$ cat src/hdl/onl_pkg.sv
// ----------------------------------------------------------------------------
// onl_pkg
// Shared types and constants of the occupancy night light controller.
// ----------------------------------------------------------------------------
package onl_pkg;

  localparam int unsigned CFG_IDX_W  = 3;
  localparam int unsigned CFG_DATA_W = 14;
  localparam int unsigned LIGHT_W    = 10;
  localparam int unsigned CNT_W      = 10;
  localparam int unsigned ON_W       = 14;
  localparam int unsigned IN_DATA_W  = 16;
  localparam int unsigned OUT_DATA_W = 8;

  localparam logic [CFG_IDX_W-1:0] CFG_DARK_THRESHOLD  = 3'd0;
  localparam logic [CFG_IDX_W-1:0] CFG_LIE_TICKS       = 3'd1;
  localparam logic [CFG_IDX_W-1:0] CFG_STAND_TICKS     = 3'd2;
  localparam logic [CFG_IDX_W-1:0] CFG_STILL_OFF_TICKS = 3'd3;
  localparam logic [CFG_IDX_W-1:0] CFG_SHUTDOWN_TICKS  = 3'd4;

  localparam logic [9:0]  RST_DARK_THRESHOLD  = 10'd128;
  localparam logic [7:0]  RST_LIE_TICKS       = 8'd80;
  localparam logic [7:0]  RST_STAND_TICKS     = 8'd5;
  localparam logic [9:0]  RST_STILL_OFF_TICKS = 10'd120;
  localparam logic [13:0] RST_SHUTDOWN_TICKS  = 14'd9000;

  localparam logic [CNT_W-1:0] COUNT_MAX = '1;
  localparam logic [ON_W-1:0]  ON_MAX    = '1;

  typedef struct packed {
    logic [9:0]  dark_threshold;
    logic [7:0]  lie_ticks;
    logic [7:0]  stand_ticks;
    logic [9:0]  still_off_ticks;
    logic [13:0] shutdown_ticks;
  } cfg_t;

  typedef struct packed {
    logic [1:0] phase;
    logic       ramp_down;
    logic       ramp_up;
    logic       lamp_on;
  } result_t;

endpackage

$ cat src/hdl/onl_cfg_regs.sv
// ----------------------------------------------------------------------------
// onl_cfg_regs
// Configuration register bank, written by index, no read-back.
// ----------------------------------------------------------------------------
module onl_cfg_regs (
  input  logic                          clk,
  input  logic                          rst_n,
  input  logic                          cfg_we,
  input  logic [onl_pkg::CFG_IDX_W-1:0]  cfg_index,
  input  logic [onl_pkg::CFG_DATA_W-1:0] cfg_wdata,
  output onl_pkg::cfg_t                 cfg
);
  import onl_pkg::*;

  cfg_t cfg_r;

  always_ff @(posedge clk) begin
    if (!rst_n) begin
      cfg_r.dark_threshold  <= RST_DARK_THRESHOLD;
      cfg_r.lie_ticks       <= RST_LIE_TICKS;
      cfg_r.stand_ticks     <= RST_STAND_TICKS;
      cfg_r.still_off_ticks <= RST_STILL_OFF_TICKS;
      cfg_r.shutdown_ticks  <= RST_SHUTDOWN_TICKS;
    end else if (cfg_we) begin
      unique case (cfg_index)
        CFG_DARK_THRESHOLD:  cfg_r.dark_threshold  <= cfg_wdata[9:0];
        CFG_LIE_TICKS:       cfg_r.lie_ticks       <= cfg_wdata[7:0];
        CFG_STAND_TICKS:     cfg_r.stand_ticks     <= cfg_wdata[7:0];
        CFG_STILL_OFF_TICKS: cfg_r.still_off_ticks <= cfg_wdata[9:0];
        CFG_SHUTDOWN_TICKS:  cfg_r.shutdown_ticks  <= cfg_wdata[13:0];
        default: ;
      endcase
    end
  end

  assign cfg = cfg_r;

endmodule

$ cat src/hdl/onl_ctrl.sv
// ----------------------------------------------------------------------------
// onl_ctrl
// Phase state machine: one step per registered tick, result registered.
// ----------------------------------------------------------------------------
module onl_ctrl (
  input  logic                        clk,
  input  logic                        rst_n,
  input  logic                        step,
  input  logic                        occupant_up,
  input  logic [onl_pkg::LIGHT_W-1:0]  light_sample,
  input  onl_pkg::cfg_t               cfg,
  output onl_pkg::result_t            res
);
  import onl_pkg::*;

  typedef enum logic [1:0] {
    PH_IDLE  = 2'd0,
    PH_LIE   = 2'd1,
    PH_STAND = 2'd2,
    PH_ON    = 2'd3
  } phase_t;

  phase_t           phase_r, phase_nxt;
  logic [CNT_W-1:0] count_r, count_nxt;
  logic [ON_W-1:0]  on_time_r, on_time_nxt;
  logic             quick_r, quick_nxt;
  result_t          res_r, res_nxt;

  logic             dark;
  logic             rise, fall;
  logic [CNT_W-1:0] count_inc;
  logic [ON_W-1:0]  on_inc;
  logic [CNT_W-1:0] on_count;

  assign dark      = light_sample < cfg.dark_threshold;
  assign count_inc = (count_r == COUNT_MAX) ? count_r : count_r + CNT_W'(1);
  assign on_inc    = (on_time_r == ON_MAX) ? on_time_r : on_time_r + ON_W'(1);
  assign on_count  = occupant_up ? '0 : count_inc;

  always_comb begin
    phase_nxt   = phase_r;
    count_nxt   = count_r;
    on_time_nxt = on_time_r;
    quick_nxt   = quick_r & dark;
    rise        = 1'b0;
    fall        = 1'b0;
    unique case (phase_r)
      PH_IDLE: begin
        if (dark) begin
          if (quick_r) begin
            phase_nxt = PH_STAND;
            count_nxt = '0;
          end else if (!occupant_up) begin
            phase_nxt = PH_LIE;
            count_nxt = '0;
          end
        end
      end
      PH_LIE: begin
        if (!dark || occupant_up) begin
          phase_nxt = PH_IDLE;
          count_nxt = '0;
        end else if (count_inc >= {2'b00, cfg.lie_ticks}) begin
          phase_nxt = PH_STAND;
          count_nxt = '0;
        end else begin
          count_nxt = count_inc;
        end
      end
      PH_STAND: begin
        if (!dark) begin
          phase_nxt = PH_IDLE;
          count_nxt = '0;
        end else if (occupant_up) begin
          if (count_inc >= {2'b00, cfg.stand_ticks}) begin
            phase_nxt   = PH_ON;
            count_nxt   = '0;
            on_time_nxt = '0;
            quick_nxt   = 1'b1;
            rise        = 1'b1;
          end else begin
            count_nxt = count_inc;
          end
        end else begin
          count_nxt = '0;
        end
      end
      PH_ON: begin
        on_time_nxt = on_inc;
        count_nxt   = on_count;
        if (!dark || on_inc >= cfg.shutdown_ticks) begin
          quick_nxt = 1'b0;
          fall      = 1'b1;
        end else if (!occupant_up && on_count >= cfg.still_off_ticks) begin
          quick_nxt = 1'b1;
          fall      = 1'b1;
        end
        if (fall) begin
          phase_nxt = PH_IDLE;
          count_nxt = '0;
        end
      end
      default: ;
    endcase
    res_nxt.lamp_on   = phase_nxt == PH_ON;
    res_nxt.ramp_up   = rise;
    res_nxt.ramp_down = fall;
    res_nxt.phase     = phase_nxt;
  end

  always_ff @(posedge clk) begin
    if (!rst_n) begin
      phase_r   <= PH_IDLE;
      count_r   <= '0;
      on_time_r <= '0;
      quick_r   <= 1'b0;
    end else if (step) begin
      phase_r   <= phase_nxt;
      count_r   <= count_nxt;
      on_time_r <= on_time_nxt;
      quick_r   <= quick_nxt;
    end
  end

  always_ff @(posedge clk) begin
    if (step) begin
      res_r <= res_nxt;
    end
  end

  assign res = res_r;

endmodule

$ cat src/hdl/occupancy_night_light_controller.sv
// ----------------------------------------------------------------------------
// occupancy_night_light_controller
// Bed-occupancy night light: one result word per poll tick word.
// ----------------------------------------------------------------------------
// Each input word is one poll tick and yields exactly one result word. A word
// is registered on entry, goes through the phase state machine once the result
// side can advance, and lands in the result register, from which it is offered.
// A new tick is taken every cycle while the result side keeps up. The input
// register frees itself whenever the result register is empty or being
// drained, so a held result stalls entry only once the input register is also
// full. Configuration writes take effect on the following cycle.
module occupancy_night_light_controller (
  input  logic                           clk,
  input  logic                           rst_n,
  input  logic                           in_tvalid,
  output logic                           in_tready,
  // [0] occupant_up, [10:1] light_sample, [15:11] zero
  input  logic [onl_pkg::IN_DATA_W-1:0]  in_tdata,
  output logic                           out_tvalid,
  input  logic                           out_tready,
  // [0] lamp_on, [1] ramp_up, [2] ramp_down, [4:3] phase, [7:5] zero
  output logic [onl_pkg::OUT_DATA_W-1:0] out_tdata,
  input  logic                           cfg_we,
  input  logic [onl_pkg::CFG_IDX_W-1:0]  cfg_index,
  input  logic [onl_pkg::CFG_DATA_W-1:0] cfg_wdata
);
  import onl_pkg::*;

  cfg_t               cfg;
  result_t            res;
  logic               in_vld_r;
  logic               up_r;
  logic [LIGHT_W-1:0] light_r;
  logic               out_vld_r;
  logic               advance;
  logic               step;

  assign advance   = !out_vld_r || out_tready;
  assign step      = advance && in_vld_r;
  assign in_tready = !in_vld_r || advance;

  always_ff @(posedge clk) begin
    if (!rst_n) begin
      in_vld_r  <= 1'b0;
      out_vld_r <= 1'b0;
    end else begin
      if (in_tready) begin
        in_vld_r <= in_tvalid;
      end
      if (advance) begin
        out_vld_r <= in_vld_r;
      end
    end
  end

  always_ff @(posedge clk) begin
    if (in_tready && in_tvalid) begin
      up_r    <= in_tdata[0];
      light_r <= in_tdata[LIGHT_W:1];
    end
  end

  onl_cfg_regs u_cfg_regs (
    .clk       (clk),
    .rst_n     (rst_n),
    .cfg_we    (cfg_we),
    .cfg_index (cfg_index),
    .cfg_wdata (cfg_wdata),
    .cfg       (cfg)
  );

  onl_ctrl u_ctrl (
    .clk          (clk),
    .rst_n        (rst_n),
    .step         (step),
    .occupant_up  (up_r),
    .light_sample (light_r),
    .cfg          (cfg),
    .res          (res)
  );

  assign out_tvalid = out_vld_r;
  assign out_tdata  = {3'b000, res.phase, res.ramp_down, res.ramp_up, res.lamp_on};

endmodule
$ cat config.mk
export PLATFORM = sky130hd
export DESIGN_NAME = occupancy_night_light_controller
export DESIGN_NICKNAME = d
export VERILOG_FILES = /design/src/hdl/onl_pkg.sv /design/src/hdl/onl_cfg_regs.sv /design/src/hdl/onl_ctrl.sv /design/src/hdl/occupancy_night_light_controller.sv
export SDC_FILE = /design/constraint.sdc
export NUM_CORES = 1
export LEC_CHECK = 0
export BUFFER_PORTS_ARGS = -buffer_cell sky130_fd_sc_hd__buf_2
export CAP_MARGIN = 10
export CORE_MARGIN = 4
export CORE_UTILIZATION = 55
export CTS_BUF_LIST = sky130_fd_sc_hd__clkbuf_4 sky130_fd_sc_hd__clkbuf_8
export DETAILED_ROUTE_END_ITERATION = 16
export HOLD_SLACK_MARGIN = 0.12
export PLACE_DENSITY = 0.7
export RECOVER_POWER = 25
export SLEW_MARGIN = 25
export SYNTH_ARGS = -nofsm -noshare
export SYNTH_HDL_FRONTEND = slang
export SYNTH_SLANG_ARGS = --single-unit
$ cat constraint.sdc
create_clock -name clk -period 5.12 [get_ports clk]
set_input_delay 1.024 -clock clk [delete_from_list [all_inputs] [get_ports clk]]
set_output_delay 1.024 -clock clk [all_outputs]
set_load 0.03 [all_outputs]
# After elaboration in Yosys (flattened, before gate mapping)
# Cells that the tools add are included.
# op_classes
magnitude_cmp	5
mux	37
n_addsub	2
eq_ne	15
n_reduce_logical	22
bitwise_logic	1
# op_table
op	n
$mux 10	11
$mux 14	4
$pmux 10 s4	1
$pmux 14 s2	1
$ge 10x8->1	2
$mux 2	9
$add 14x1->14 const B	1
$eq 14x14->1 const B	1
$ge 14x14->1	1
$add 10x1->10 const B	1
$eq 10x10->1 const B	1
$ge 10x10->1	1
$lt 10x10->1	1
$reduce_and 2->1	5
$mux 1	9
$pmux 2 s4	1
$eq 2x2->1 const B	3
$eq 3x2->1 const B	2
$ne 2x1->1 const B	3
$reduce_and 3->1	2
$reduce_and 5->1	1
$logic_not 1->1	4
$logic_or 1x1->1	4
$eq 3x1->1 const B	1
10 further kinds	12
# totals
reg_bits	95
output_inout_bits	10
wordCells	99

# Logic depth before layout (Yosys ltp)
# Gate-level depths: netlist of the first run.
# depth
ltp_word	11
mapped_depth	16
mapped_depth_nobuf	15

# Cells and area by module
# A second synthesis of the first run with hierarchy kept.
# unflattened
cells_unflattened	637
area_unflattened_um2	5704.2
# by_module_without_submodules
module	instances	cells_each	seq_area_each_um2	area_per_inst_um2
onl_ctrl	1	419	690.7	3271.9
onl_cfg_regs	1	194	1001.0	1971.9
occupancy_night_light_controller	1	24	370.4	460.4

# Worst setup path before layout of the first run
# No wires, ideal clock.
# synth_timing
path_kind	reg2reg
from	register u_ctrl.on_time_r[0]
to	register u_ctrl.res_r (netlist bit u_ctrl.res[4]) (data pin)
period_less_slack_ns	3.229
stages_incl_launch_ff	14
setup_slack_ns	1.891
arrival_time_ns	2.961
cell_sequence	dfxtp_1 ha_1 and3_1 nand4_1 clkbuf_1 nand4_1 xnor2_1 ha_1 nand4_1 o311a_1 o211ai_1 nor2_1 nand3b_1 a21boi_0
# synth_between
elab_chain_cells	8
elab_cells_between_ends	9
classes_between	add/sub (1); order compare (1); eq/ne (1); mux (5); reduce/logical (1)
# synth_lines
element	line_no	rtl
start: declaration	onl_ctrl.sv:25	logic [ON_W-1:0] on_time_r, on_time_nxt;
start signal: assignment	onl_ctrl.sv:120	on_time_r <= on_time_nxt;
$add 14x1->14 / $eq 14x14->1 (equally long branches)	onl_ctrl.sv:37	assign on_inc = (on_time_r == ON_MAX) ? on_time_r : on_time_r + ON_W'(1);
$mux 14 (*)	onl_ctrl.sv:37	
$ge 14x14->1 (*)	onl_ctrl.sv:91	if (!dark || on_inc >= cfg.shutdown_ticks) begin
$logic_or 1x1->1 (*)	onl_ctrl.sv:91	
$mux 1 (*)	onl_ctrl.sv:91	
$mux 1 (*)	onl_ctrl.sv:47	unique case (phase_r)
$mux 2 (*)	onl_ctrl.sv:98	if (fall) begin
$pmux 2 s4 (*)	onl_ctrl.sv:47	
named net u_ctrl.phase_nxt[1]	onl_ctrl.sv:23	phase_t phase_r, phase_nxt;
end signal: assignment	onl_ctrl.sv:127	res_r <= res_nxt;
end: declaration	onl_ctrl.sv:27	result_t res_r, res_nxt;
# Mark *: on every way through the listed nets, which the timed path passes. The rest lies on a longest branch. The select of a mux whose other input is x is not followed.
# A chain may end at the register's enable or synchronous reset.

# Worst setup path after layout of the first run
# layout_timing
from	register u_ctrl.count_r[4]
to	register u_ctrl.res_r (netlist bit u_ctrl.res[4]) (data pin)
# layout_between
elab_chain_cells	10
elab_cells_between_ends	18
classes_between	add/sub (1); order compare (3); eq/ne (1); mux (12); reduce/logical (1)
# layout_lines
element	line_no	rtl
start: declaration	onl_ctrl.sv:24	logic [CNT_W-1:0] count_r, count_nxt;
start signal: assignment	onl_ctrl.sv:119	count_r <= count_nxt;
$add 10x1->10 / $eq 10x10->1 (equally long branches)	onl_ctrl.sv:36	assign count_inc = (count_r == COUNT_MAX) ? count_r : count_r + CNT_W'(1);
$mux 10 (*)	onl_ctrl.sv:36	
$mux 10	onl_ctrl.sv:38	assign on_count = occupant_up ? '0 : count_inc;
$ge 10x10->1	onl_ctrl.sv:94	end else if (!occupant_up && on_count >= cfg.still_off_ticks) begin
$logic_and 1x1->1	onl_ctrl.sv:94	
$mux 1	onl_ctrl.sv:94	
$mux 1	onl_ctrl.sv:91	
$mux 1	onl_ctrl.sv:47	
$mux 2	onl_ctrl.sv:98	
$pmux 2 s4 (*)	onl_ctrl.sv:47	
named net u_ctrl.phase_nxt[1]	onl_ctrl.sv:23	
# Marked as above.

==> results of run 1 <==
cells in the mapped netlist, drive strengths merged (6+ instances only):
| cell | instances | area (µm²) |
|---|---|---|
| inv | 65 | 244.0 |
| a31oi | 13 | 87.58 |
| nor2b | 9 | 56.30 |
| dfxtp | 79 | 1582 |
| nand2 | 120 | 450.4 |
| nor3b | 6 | 45.04 |
| a211oi | 6 | 45.04 |
| and3 | 13 | 88.83 |
| a21boi | 39 | 292.8 |
| xnor2 | 12 | 105.1 |
| a21oi | 17 | 100.1 |
| nor2 | 41 | 156.4 |
| o211ai | 20 | 150.1 |
| ha | 51 | 638.1 |
| nand3 | 19 | 100.1 |
| clkbuf | 20 | 85.08 |
| o22ai | 10 | 62.56 |
| nand4 | 8 | 50.05 |
| edfxtp | 16 | 480.5 |
| o21ai | 30 | 153.9 |
registers in the layout, indices dropped and copies added (netlist names):
register          count
u_cfg_regs.cfg       50
u_ctrl.on_time_r     14
light_r              10
u_ctrl.count_r       10
u_ctrl.res            5
u_ctrl.phase_r        2
in_vld_r              1
out_tvalid            1
u_ctrl.quick_r        1
up_r                  1
routing by layer:
metal | GRT usage (%) | part of all wire, %
met2 | 36.94 | 48
met5 | 0 | 0
met4 | 7.124 | 1.7
met1 | 30.07 | 47
met3 | 3.522 | 3.6
worst max-delay path: stages, from the launching register on:
cell and delay, ns:
dfxtp_1 0.37, and2_0 0.32, nand2_1 0.15, nor3b_1 0.31, and3_1 0.25, nand3_1 0.10, o21ai_0 0.14, nor2_1 0.07
ha_1 0.21, a2111oi_0 0.51, o21ai_0 0.19, o211ai_1 0.16, o22ai_1 0.17, nor2_1 0.35, nand3b_1 0.19, a21boi_0 0.25
cell families after synthesis:
| kind of cell | count (synthesis) | synth area share [%] |
|---|---|---|
| and+or+nand+nor | 248 | 21.50 |
| AOI/OAI and AO/OA | 162 | 20.48 |
| DFF | 95 | 37.13 |
| buffers and inverters | 91 | 6.782 |
| adders and majority gates | 51 | 11.49 |
| xor gates and xnor gates | 12 | 1.893 |
| muxes | 3 | 0.6534 |
| other | 1 | 0.06753 |
layout by cell type (no fill, tap or decap), drive strengths merged, types with 2 or more instances in the layout:
| cell | netlist | routed |
|---|---|---|
| o21a | 4 | 4 |
| and3 | 13 | 13 |
| or3b | 3 | 3 |
| nand3 | 19 | 19 |
| a41oi | 2 | 2 |
| or2 | 3 | 3 |
| o221a | 2 | 2 |
| nand2b | 5 | 5 |
| clkbuf | 20 | 12 |
| nor2b | 9 | 9 |
| xnor2 | 12 | 12 |
| nor3b | 6 | 6 |
| and4 | 3 | 3 |
| a211oi | 6 | 6 |
| o22ai | 10 | 10 |
| a31oi | 13 | 13 |
| a21oi | 17 | 17 |
| mux2 | 2 | 2 |
| nor3 | 4 | 4 |
| nand4 | 8 | 8 |
| nand2 | 120 | 120 |
| o211ai | 20 | 20 |
| o2111ai | 2 | 2 |
| nor2 | 41 | 41 |
| o21ai | 30 | 30 |
| edfxtp | 16 | 16 |
| a22oi | 4 | 4 |
| a21o | 3 | 3 |
| ha | 51 | 51 |
| dfxtp | 79 | 79 |
| nand3b | 5 | 5 |
| conb | 1 | 3 |
| buf | 5 | 39 |
| nor4 | 2 | 2 |
| a21boi | 39 | 39 |
| a2111oi | 2 | 2 |
| and2 | 5 | 5 |
| inv | 65 | 68 |
layout make-up:
type	instances	area [µm²]
Tap cell	133	166.4
Sequential cell	95	2062
Inverter	65	244.0
Fill cell	929	3817
Timing Repair Buffer	40	198.9
Multi-Input combinational cell	479	3122
Clock buffer	11	145.1
Clock inverter	5	63.81
power by group through the flow:
stage / sequential, mW / clock (mW) / combinational (mW)
2_1_floorplan: 0.806 / 0 / 0.0809
3_3_place_gp: 0.807 / 0 / 0.118
3_5_place_dp: 0.807 / 0 / 0.121
4_1_cts: 0.790 / 0.536 / 0.122
5_1_grt: 0.792 / 0.571 / 0.138
6_report: 0.790 / 0.523 / 0.123
through the flow:
stage / utilization (%) / hold slack [ns]
2_1_floorplan: - / 0.4381
3_3_place_gp: 59.03 / 0.4489
3_5_place_dp: 59.03 / 0.4609
4_1_cts: 61.16 / 0.4728
5_1_grt: 61.12 / 0.5058
6_report: 61.12 / 0.4752
final timing paths:
kind	from	endpoint	slack (ns)	depth (start not counted)
worst max register to register	u_ctrl.count_r[4]	u_ctrl.res[4]	1.17	15
worst min register to register	u_cfg_regs.cfg[25]	u_cfg_regs.cfg[25]	0.48	2
worst max-delay path	u_ctrl.count_r[4]	u_ctrl.res[4]	1.17	15
worst min-delay path	u_cfg_regs.cfg[25]	u_cfg_regs.cfg[25]	0.48	2
==> metrics.md, run 1 <==
| Metric | Value |
|---|---|
| Status | `finished with violations` |
| Failing checks | `max-capacitance violations, max-slew violations` |
| EDFF count, synth | `16` |
| Area of the core | `0.009819 mm²` |
| H-tree level count | `3` |
| Root Buffer | `clkbuf_8` |
| Die area | `0.01177 mm²` |
| Non-Filler Instances | `828` |
| Cell row count | `36` |
| Worst Path Max Fanout | `6` |
| Placed Instances | `812` |
| Placer Congestion | `0.8702` |
| DRC | `0` |
| Gate power share | `8.6%` |
| Layout cells sized above 1 | `11.37%` |
| Int Power | `1.074 mW` |
| Worst ir drop on vdd | `0.0001908 V` |
| Post-layout min period | `3.952 ns` |
| Worst Tran Pin Value | `2.755 ns` |
| PD cells | `239.2 mW/mm²` |
| Slack of the critical path | `1.168 ns` |
| DR pass1 iterations | `5` |
| Syn Inst Count | `663` |
| Remaining Overflow, GRT | `0` |
| Net Sw Frac | `25.19%` |
| RSZ-0062 raised after global routing | `false` |
| Clock latency on the worst-skew pair | `0.37 ns` |
| Average routed wire per standard cell | `14.65 µm` |
| Routed vias | `4,614` |
| Mean Syn Cell Area | `8.375 µm²` |
| Die X | `108.5 µm` |
| Antenna cells | `0` |
| Drt total wl | `12,130 µm` |
| Cell Area, Placed | `0.005797 mm²` |
| Share of flip-flops with an asynchronous set or reset | `0%` |
| Final Net Count | `779` |
| Initial antenna violation count | `0` |
| Number of max-slew violations in the final report | `74` |
| CP required | `5.30 ns` |
| Endpoints failing setup | `0` |
| Register area share after synthesis | `37.13%` |
| Iter 0 DRT Violations | `338` |
| Hpwl dp | `9112 µm` |
| Final period utilization | `77.19%` |
| Main synth FF type | `dfxtp_1` |
| Hold Crit Class | `reg -> reg` |
| IO buf count | `39` |
| Vias/cell | `5.572` |
| Antenna-violating nets left | `0` |
| Clock Path Buffers | `2` |
| Vias in the first global route | `4,374` |
| # resized after CTS | `0` |
| Cts bufs inserted | `9` |
| Clock power frac | `36.4%` |
| Setup Buffers After CTS | `0` |
| Die Y | `108.5 µm` |
| I/O Pins | `48` |
| Pre-CTS WS | `1.278 ns` |
| Slew HR | `-83.67%` |
| CP Capture Type | `register` |
| Post-cts hold buffer count | `0` |
| Clk slew on worst S/H paths | `0.10 ns` |
| Synth warn | `0` |
| Count of different cell masters after synthesis | `70` |
| Total GRT Usage | `22.39%` |
| Final Skew | `0.01519 ns` |
| Setup TNS | `0 ns` |
| Switching power | `0.3616 mW` |
| Data arrival time of the worst path | `4.13 ns` |
| Fin area | `0.006002 mm²` |
| TritonCTS clock tree | `built` |
| Largest net degree at the start of global routing | `74` |
| First-pass GRT wire length | `20,950 µm` |
| Setup crit start kind | `register` |
| Fmax | `0.2530 GHz` |
| Crit path kind | `reg -> reg` |
| Hold Vio Cnt, Final | `0` |
| Flops & latches, synth | `95` |
| Synth Cell Area | `0.005553 mm²` |
| Initial Utilization | `56.55%` |
| Clock sink count | `95` |
| Max Cap Violations | `1` |
| Seq pwr share | `55.0%` |
| Pleak | `2.405 nW` |
| Pwr Total | `1.435 mW` |
| Area Growth Syn to Fin | `8.089%` |
No activity file was read; power rests on OpenSTA's default activity.
==> run 2: changes to the inputs <==
==> constraint.sdc (replaced) <==
create_clock -name clk -period 3.9 [get_ports clk]
set_input_delay 0.78 -clock clk [delete_from_list [all_inputs] [get_ports clk]]
set_output_delay 0.78 -clock clk [all_outputs]
set_load 0.03 [all_outputs]
==> metrics.md, run 2 (synthesized netlist as in run 1, its figures left out) <==
| Metric | Value |
|---|---|
| Layout cells sized above 1 | `12.02% (was 11.37%)` |
| Reg2reg setup slack | `0.35 ns (was 1.17 ns)` |
| Die Y | `108.5 µm (unchanged)` |
| Crit path kind | `reg -> reg (unchanged)` |
| Reg2reg start | `u_ctrl.count_r[0] (was u_ctrl.count_r[4])` |
| Endpoints failing setup | `0 (unchanged)` |
| Hold path start | `u_cfg_regs.cfg[40] (was u_cfg_regs.cfg[25])` |
| Routed vias | `4,725 (was 4,614)` |
| DRC | `0 (unchanged)` |
| Worst ir drop on vdd | `0.0002101 V (was 0.0001908 V)` |
| Setup TNS | `0 ns (unchanged)` |
| Area of the core | `0.009819 mm² (unchanged)` |
| CP required | `4.12 ns (was 5.30 ns)` |
| Status | `finished with violations (unchanged)` |
| Critical path origin | `u_ctrl.count_r[0] (was u_ctrl.count_r[4])` |
| Final period utilization | `90.93% (was 77.19%)` |
| Hold Crit Class | `reg -> reg (unchanged)` |
| Most common cell after layout, fill and taps aside | `nand2_1 (unchanged)` |
| Clock Path Buffers | `2 (unchanged)` |
| Clock sink count | `95 (unchanged)` |
| R2R cell count | `14 (was 15)` |
| Largest net degree at the start of global routing | `68 (was 74)` |
| Gate power share | `8.7% (was 8.6%)` |
| Placer Congestion | `0.8699 (was 0.8702)` |
| I/O Pins | `48 (unchanged)` |
| Most frequent cells in the layout | `nand2_1 (120), dfxtp_1 (79), inv_1 (65), ha_1 (51) (was nand2_1 (120), dfxtp_1 (79), inv_1 (65), ha_1 (51), nor2_1 (40))` |
| RR Endpoint | `u_ctrl.res[4] (unchanged)` |
| Area Growth Syn to Fin | `8.720% (was 8.089%)` |
| Post-layout min period | `3.546 ns (was 3.952 ns)` |
| Root Buffer | `clkbuf_8 (unchanged)` |
| Clk slew on worst S/H paths | `0.10 ns (about the same)` |
| Final Net Count | `783 (was 779)` |
| Fin area | `0.006037 mm² (was 0.006002 mm²)` |
| IO buf count | `39 (unchanged)` |
| Pre-CTS WS | `0.1857 ns (was 1.278 ns)` |
| Total GRT Usage | `22.76% (was 22.39%)` |
| Antenna-violating nets left | `0 (unchanged)` |
| Vias/cell | `5.679 (was 5.572)` |
| RSZ-0062 raised after global routing | `false (unchanged)` |
| PD cells | `310.3 mW/mm² (was 239.2 mW/mm²)` |
| Switching power | `0.5245 mW (was 0.3616 mW)` |
| Iter 0 DRT Violations | `276 (was 338)` |
| Largest register FFs | `50 (unchanged)` |
| Initial Utilization | `56.55% (unchanged)` |
| TritonCTS clock tree | `built (unchanged)` |
| Int Power | `1.349 mW (was 1.074 mW)` |
| CP Capture Type | `register (unchanged)` |
| DR pass1 iterations | `5 (unchanged)` |
| Seq pwr share | `55.4% (was 55.0%)` |
| Post-cts hold buffer count | `0 (unchanged)` |
| Die X | `108.5 µm (unchanged)` |
| Worst Path Max Fanout | `8 (was 6)` |
| Pleak | `2.425 nW (was 2.405 nW)` |
| Fill cells | `938 (was 929)` |
| Data arrival time of the worst path | `3.77 ns (was 4.13 ns)` |
| First-pass GRT wire length | `21,090 µm (was 20,950 µm)` |
| Drt total wl | `12,570 µm (was 12,130 µm)` |
| Clock power frac | `36.0% (was 36.4%)` |
| Worst Hold Slack | `0.4738 ns (was 0.4752 ns)` |
| Cell Area, Placed | `0.005827 mm² (was 0.005797 mm²)` |
| Worst Tran Pin Value | `2.559 ns (was 2.755 ns)` |
| Slack of the critical path | `0.3538 ns (was 1.168 ns)` |
| Initial antenna violation count | `0 (unchanged)` |
| Average routed wire per standard cell | `15.10 µm (was 14.65 µm)` |
| Slew HR | `-70.63% (was -83.67%)` |
| H-tree level count | `3 (unchanged)` |
| Net Sw Frac | `28.00% (was 25.19%)` |
| Antenna cells | `0 (unchanged)` |
| Failing checks | `max-capacitance violations, max-slew violations (unchanged)` |
| Hold Vio Cnt, Final | `0 (unchanged)` |
| Final Skew | `0.01557 ns (was 0.01519 ns)` |
| Die area | `0.01177 mm² (unchanged)` |
| Cts bufs inserted | `9 (unchanged)` |
| Min-Delay Path Depth | `2 (unchanged)` |
| Clock latency on the worst-skew pair | `0.39 ns (was 0.37 ns)` |
| Cell row count | `36 (unchanged)` |
| Fmax | `0.2820 GHz (was 0.2530 GHz)` |
| Hold EP | `u_cfg_regs.cfg[40] (was u_cfg_regs.cfg[25])` |
| Vias in the first global route | `4,506 (was 4,374)` |
| Number of max-slew violations in the final report | `68 (was 74)` |
| Setup crit start kind | `register (unchanged)` |
| Remaining Overflow, GRT | `0 (unchanged)` |
| Hpwl dp | `9338 µm (was 9112 µm)` |
| Max Cap Violations | `1 (unchanged)` |
==> run 2: timing repair <==
| action | CTS | global route |
|---|---|---|
| buffers inserted | 0 | 0 |
| endpoints found under the setup margin | 0 | 16 |
| gates resized for setup | 0 | 5 |
==> run 2: routing by layer <==
metal	track usage, %	share of wire, %	vias to the layer above
met4	8.115	2.6	0
met2	37.69	47	106
li1	-	-	2370
met3	5.134	4.0	24
met1	29.14	47	2225
met5	0	0	-
==> run 2: how the worst max path moves through the flow <==
stage                     depth (start not counted)           endpoint
after CTS                                        14      u_ctrl.res[4]
after global placement                           14      u_ctrl.res[4]
after floorplan                                  13      u_ctrl.res[4]
final                                            14      u_ctrl.res[4]
after detailed placement                         14      u_ctrl.res[4]
after global routing                             14  u_ctrl.count_r[0]
==> run 2: critical path, cell delays in order (launching register included) <==
cell and delay [ns]:
dfxtp_1 0.43, ha_1 0.24, and4_4 0.27, nand3_2 0.20
nand3_1 0.15, o21ai_0 0.18, nor2_1 0.16, ha_1 0.27
a2111oi_2 0.40, o21ai_0 0.14, o211ai_1 0.14, o22ai_1 0.18
nor2_2 0.27, nand3b_1 0.18, a21boi_0 0.18
==> run 2: power by group through the flow <==
stage / Sequential [mW] / Combinational [mW] / Clock, mW
2_1_floorplan: 1.06 / 0.106 / 0
3_3_place_gp: 1.06 / 0.154 / 0
6_report: 1.04 / 0.162 / 0.674
4_1_cts: 1.04 / 0.161 / 0.689
5_1_grt: 1.04 / 0.181 / 0.730
3_5_place_dp: 1.06 / 0.160 / 0
==> run 2: through the flow <==
step / cells / util, % / total power [mW]
global placement: 816 / 59.34 / 1.213
CTS: 832 / 61.35 / 1.886
floorplan: 665 / - / 1.165
global route: 832 / 61.48 / 1.952
detailed placement: 816 / 59.34 / 1.219
finish: 832 / 61.48 / 1.873
==> run 2: area by class of cell <==
cell class / instances / area [µm²] / area share (%)
Clock buffer: 10 / 137.6 / 2.280
Timing Repair Buffer: 44 / 227.7 / 3.772
Inverter: 65 / 244.0 / 4.041
Sequential cell: 95 / 2062 / 34.16
Clock inverter: 6 / 60.06 / 0.9948
Tap cell: 133 / 166.4 / 2.756
Multi-Input combinational cell: 479 / 3139 / 52.00
==> run 3: changes to the inputs <==
--- a/config.mk
+++ b/config.mk
@@ -7,12 +7,14 @@
 export LEC_CHECK = 0
 export BUFFER_PORTS_ARGS = -buffer_cell sky130_fd_sc_hd__buf_2
 export CAP_MARGIN = 10
+export CELL_PAD_IN_SITES_DETAIL_PLACEMENT = 2
+export CELL_PAD_IN_SITES_GLOBAL_PLACEMENT = 2
 export CORE_MARGIN = 4
-export CORE_UTILIZATION = 55
+export CORE_UTILIZATION = 38
 export CTS_BUF_LIST = sky130_fd_sc_hd__clkbuf_4 sky130_fd_sc_hd__clkbuf_8
 export DETAILED_ROUTE_END_ITERATION = 16
 export HOLD_SLACK_MARGIN = 0.12
-export PLACE_DENSITY = 0.7
+export PLACE_DENSITY = 0.79
 export RECOVER_POWER = 25
 export SLEW_MARGIN = 25
 export SYNTH_ARGS = -nofsm -noshare
==> constraint.sdc (replaced) <==
create_clock -name clk -period 3.55 [get_ports clk]
set_input_delay 0.71 -clock clk [delete_from_list [all_inputs] [get_ports clk]]
set_output_delay 0.71 -clock clk [all_outputs]
set_load 0.03 [all_outputs]
==> metrics.md, run 3 (synthesized netlist as in run 1, its figures left out) <==
| Metric | Value |
|---|---|
| Worst Hold Slack | `0.4712 ns (was 0.4738 ns)` |
| Hold Vio Cnt, Final | `0 (unchanged)` |
| Placer Congestion | `0.7967 (was 0.8699)` |
| Storage element area | `0.002073 mm² (was 0.002062 mm²)` |
| Area of the core | `0.01410 mm² (was 0.009819 mm²)` |
| Endpoints failing setup | `1 (was 0)` |
| Cell row count | `43 (was 36)` |
| Clk slew on worst S/H paths | `0.11 ns (was 0.10 ns)` |
| Hpwl dp | `12,960 µm (was 9338 µm)` |
| Final Skew | `0.01772 ns (was 0.01557 ns)` |
| Worst Tran Pin Value | `0.9661 ns (was 2.559 ns)` |
| PD cells | `328.0 mW/mm² (was 310.3 mW/mm²)` |
| Most common cell after layout, fill and taps aside | `nand2_1 (unchanged)` |
| Largest net degree at the start of global routing | `73 (was 68)` |
| Area Growth Syn to Fin | `16.07% (was 8.720%)` |
| RSZ-0062 raised after global routing | `true (was false)` |
| I/O Pins | `48 (unchanged)` |
| Crit path kind | `reg -> reg (unchanged)` |
| IO buf count | `39 (unchanged)` |
| Fin area | `0.006445 mm² (was 0.006037 mm²)` |
| Final core occ | `45.72% (was 61.48%)` |
| Post-layout min period | `3.603 ns (was 3.546 ns)` |
| Clock Path Buffers | `2 (unchanged)` |
| Most frequent cells in the layout | `nand2_1 (119), dfxtp_1 (72), inv_1 (65), ha_1 (49), nor2_1 (40) (was nand2_1 (120), dfxtp_1 (79), inv_1 (65), ha_1 (51))` |
| Max Cap Violations | `0 (was 1)` |
| CP Capture Type | `register (unchanged)` |
| Multi-input combinational cell area | `0.003233 mm² (was 0.003139 mm²)` |
| Iter 0 DRT Violations | `185 (was 276)` |
| Die X | `128.9 µm (was 108.5 µm)` |
| Worst ir drop on vdd | `0.0002189 V (was 0.0002101 V)` |
| Antenna-violating nets left | `0 (unchanged)` |
| H-tree level count | `3 (unchanged)` |
| DRC | `0 (unchanged)` |
| Layout cells sized above 1 | `18.90% (was 12.02%)` |
| Average routed wire per standard cell | `20.19 µm (was 15.10 µm)` |
| Number of max-slew violations in the final report | `0 (was 68)` |
| Setup TNS | `-0.05316 ns (was 0 ns)` |
| Largest register FFs | `50 (unchanged)` |
| Die area | `0.01661 mm² (was 0.01177 mm²)` |
| CP required | `3.69 ns (was 4.12 ns)` |
| First-pass GRT wire length | `28,720 µm (was 21,090 µm)` |
| Die Y | `128.9 µm (was 108.5 µm)` |
| Hold Crit Class | `reg -> reg (unchanged)` |
| Post-cts hold buffer count | `0 (unchanged)` |
| Cell Area, Placed | `0.006006 mm² (was 0.005827 mm²)` |
| Drt total wl | `18,370 µm (was 12,570 µm)` |
| Root Buffer | `clkbuf_8 (unchanged)` |
| Slew HR | `35.56% (was -70.63%)` |
| Vias in the first global route | `5,570 (was 4,506)` |
| Data arrival time of the worst path | `3.74 ns (was 3.77 ns)` |
| Final Net Count | `814 (was 783)` |
| Status | `finished with violations (unchanged)` |
| Worst Path Max Fanout | `7 (was 8)` |
| TritonCTS clock tree | `built (unchanged)` |
| Pleak | `2.620 nW (was 2.425 nW)` |
| Slack of the critical path | `-0.05316 ns (was 0.3538 ns)` |
| Initial antenna violation count | `0 (unchanged)` |
| Fill cells | `1,614 (was 938)` |
| Final period utilization | `101.5% (was 90.93%)` |
| Clock latency on the worst-skew pair | `0.40 ns (was 0.39 ns)` |
| Antenna cells | `0 (unchanged)` |
| Fmax | `0.2775 GHz (was 0.2820 GHz)` |
| Clock sink count | `95 (unchanged)` |
| DR pass1 iterations | `4 (was 5)` |
| Setup crit start kind | `register (unchanged)` |
| Vias/cell | `5.529 (was 5.679)` |
| Initial Utilization | `39.39% (was 56.55%)` |
| Total GRT Usage | `21.71% (was 22.76%)` |
| Cts bufs inserted | `9 (unchanged)` |
| Failing checks | `negative setup slack (was max-capacitance violations, max-slew violations)` |
| Routed vias | `5,031 (was 4,725)` |
| Remaining Overflow, GRT | `0 (unchanged)` |
[run 3: cell count changes in the layout (fill, tap and decap cells not counted), sizes merged]
cell      change
inv           -2
buf          +32
clkbuf        -1
clkinvlp      +1
bufinv        +1
[run 3: worst max-delay path, stage by stage (launching register included)]
cell and delay (ns):
dfxtp_4 0.38, and4_4 0.26, and3_4 0.20, nand4_1 0.19, buf_6 0.20, nand2_2 0.10, xnor2_2 0.16, ha_1 0.30
a211o_1 0.29, a31oi_1 0.19, o311a_1 0.24, o22ai_1 0.08, or3b_2 0.49, nor2_1 0.18, nor2_1 0.08
[run 3: power breakdown]
part           total [mW]  internal (mW)  leakage, nW  switching, mW
clock               0.778          0.339        0.101          0.439
combinational       0.197         0.0679         1.72          0.129
sequential           1.14           1.12        0.800         0.0171
total                2.11           1.53         2.62          0.585
[run 3: area by class of cell]
type / count / area share (%)
multi-input cells: 479 / 50.17
flip-flops and latches: 95 / 32.17
repair buffers: 75 / 7.319
inverters: 65 / 3.786
well taps: 180 / 3.494
clock buffers: 10 / 2.038
clock inverters: 6 / 1.029
[run 3: what timing repair did]
item,CTS,global route
resized for setup,6,35
pin swaps,2,17
setup buffers,2,12
cloned,0,1
endpoints found under the setup margin,22,31
[run 3: metal layers]
layer	GRT usage (%)	share of wire, %
met5	0	0
met4	4.571	1.6
met3	4.151	2.7
met2	39.54	53
met1	26.55	43
[run 3: stage by stage]
stage	total power, mW	setup slack, ns	std cells
finish	2.114	-0.05316	910
global placement	1.342	0.03920	879
detailed placement	1.355	-0.09283	879
floorplan	1.280	0.3214	665
global route	2.207	-0.1696	910
CTS	2.123	-0.003416	897
[run 3: worst paths after layout]
check | depth (start not counted) | to | start | slack, ns
worst max-delay path | 14 | u_ctrl.res[2] | u_ctrl.on_time_r[2] | -0.05
worst min-delay path | 2 | u_cfg_regs.cfg[25] | u_cfg_regs.cfg[25] | 0.47
worst max register to register | 14 | u_ctrl.res[2] | u_ctrl.on_time_r[2] | -0.05
worst min register to register | 2 | u_cfg_regs.cfg[25] | u_cfg_regs.cfg[25] | 0.47
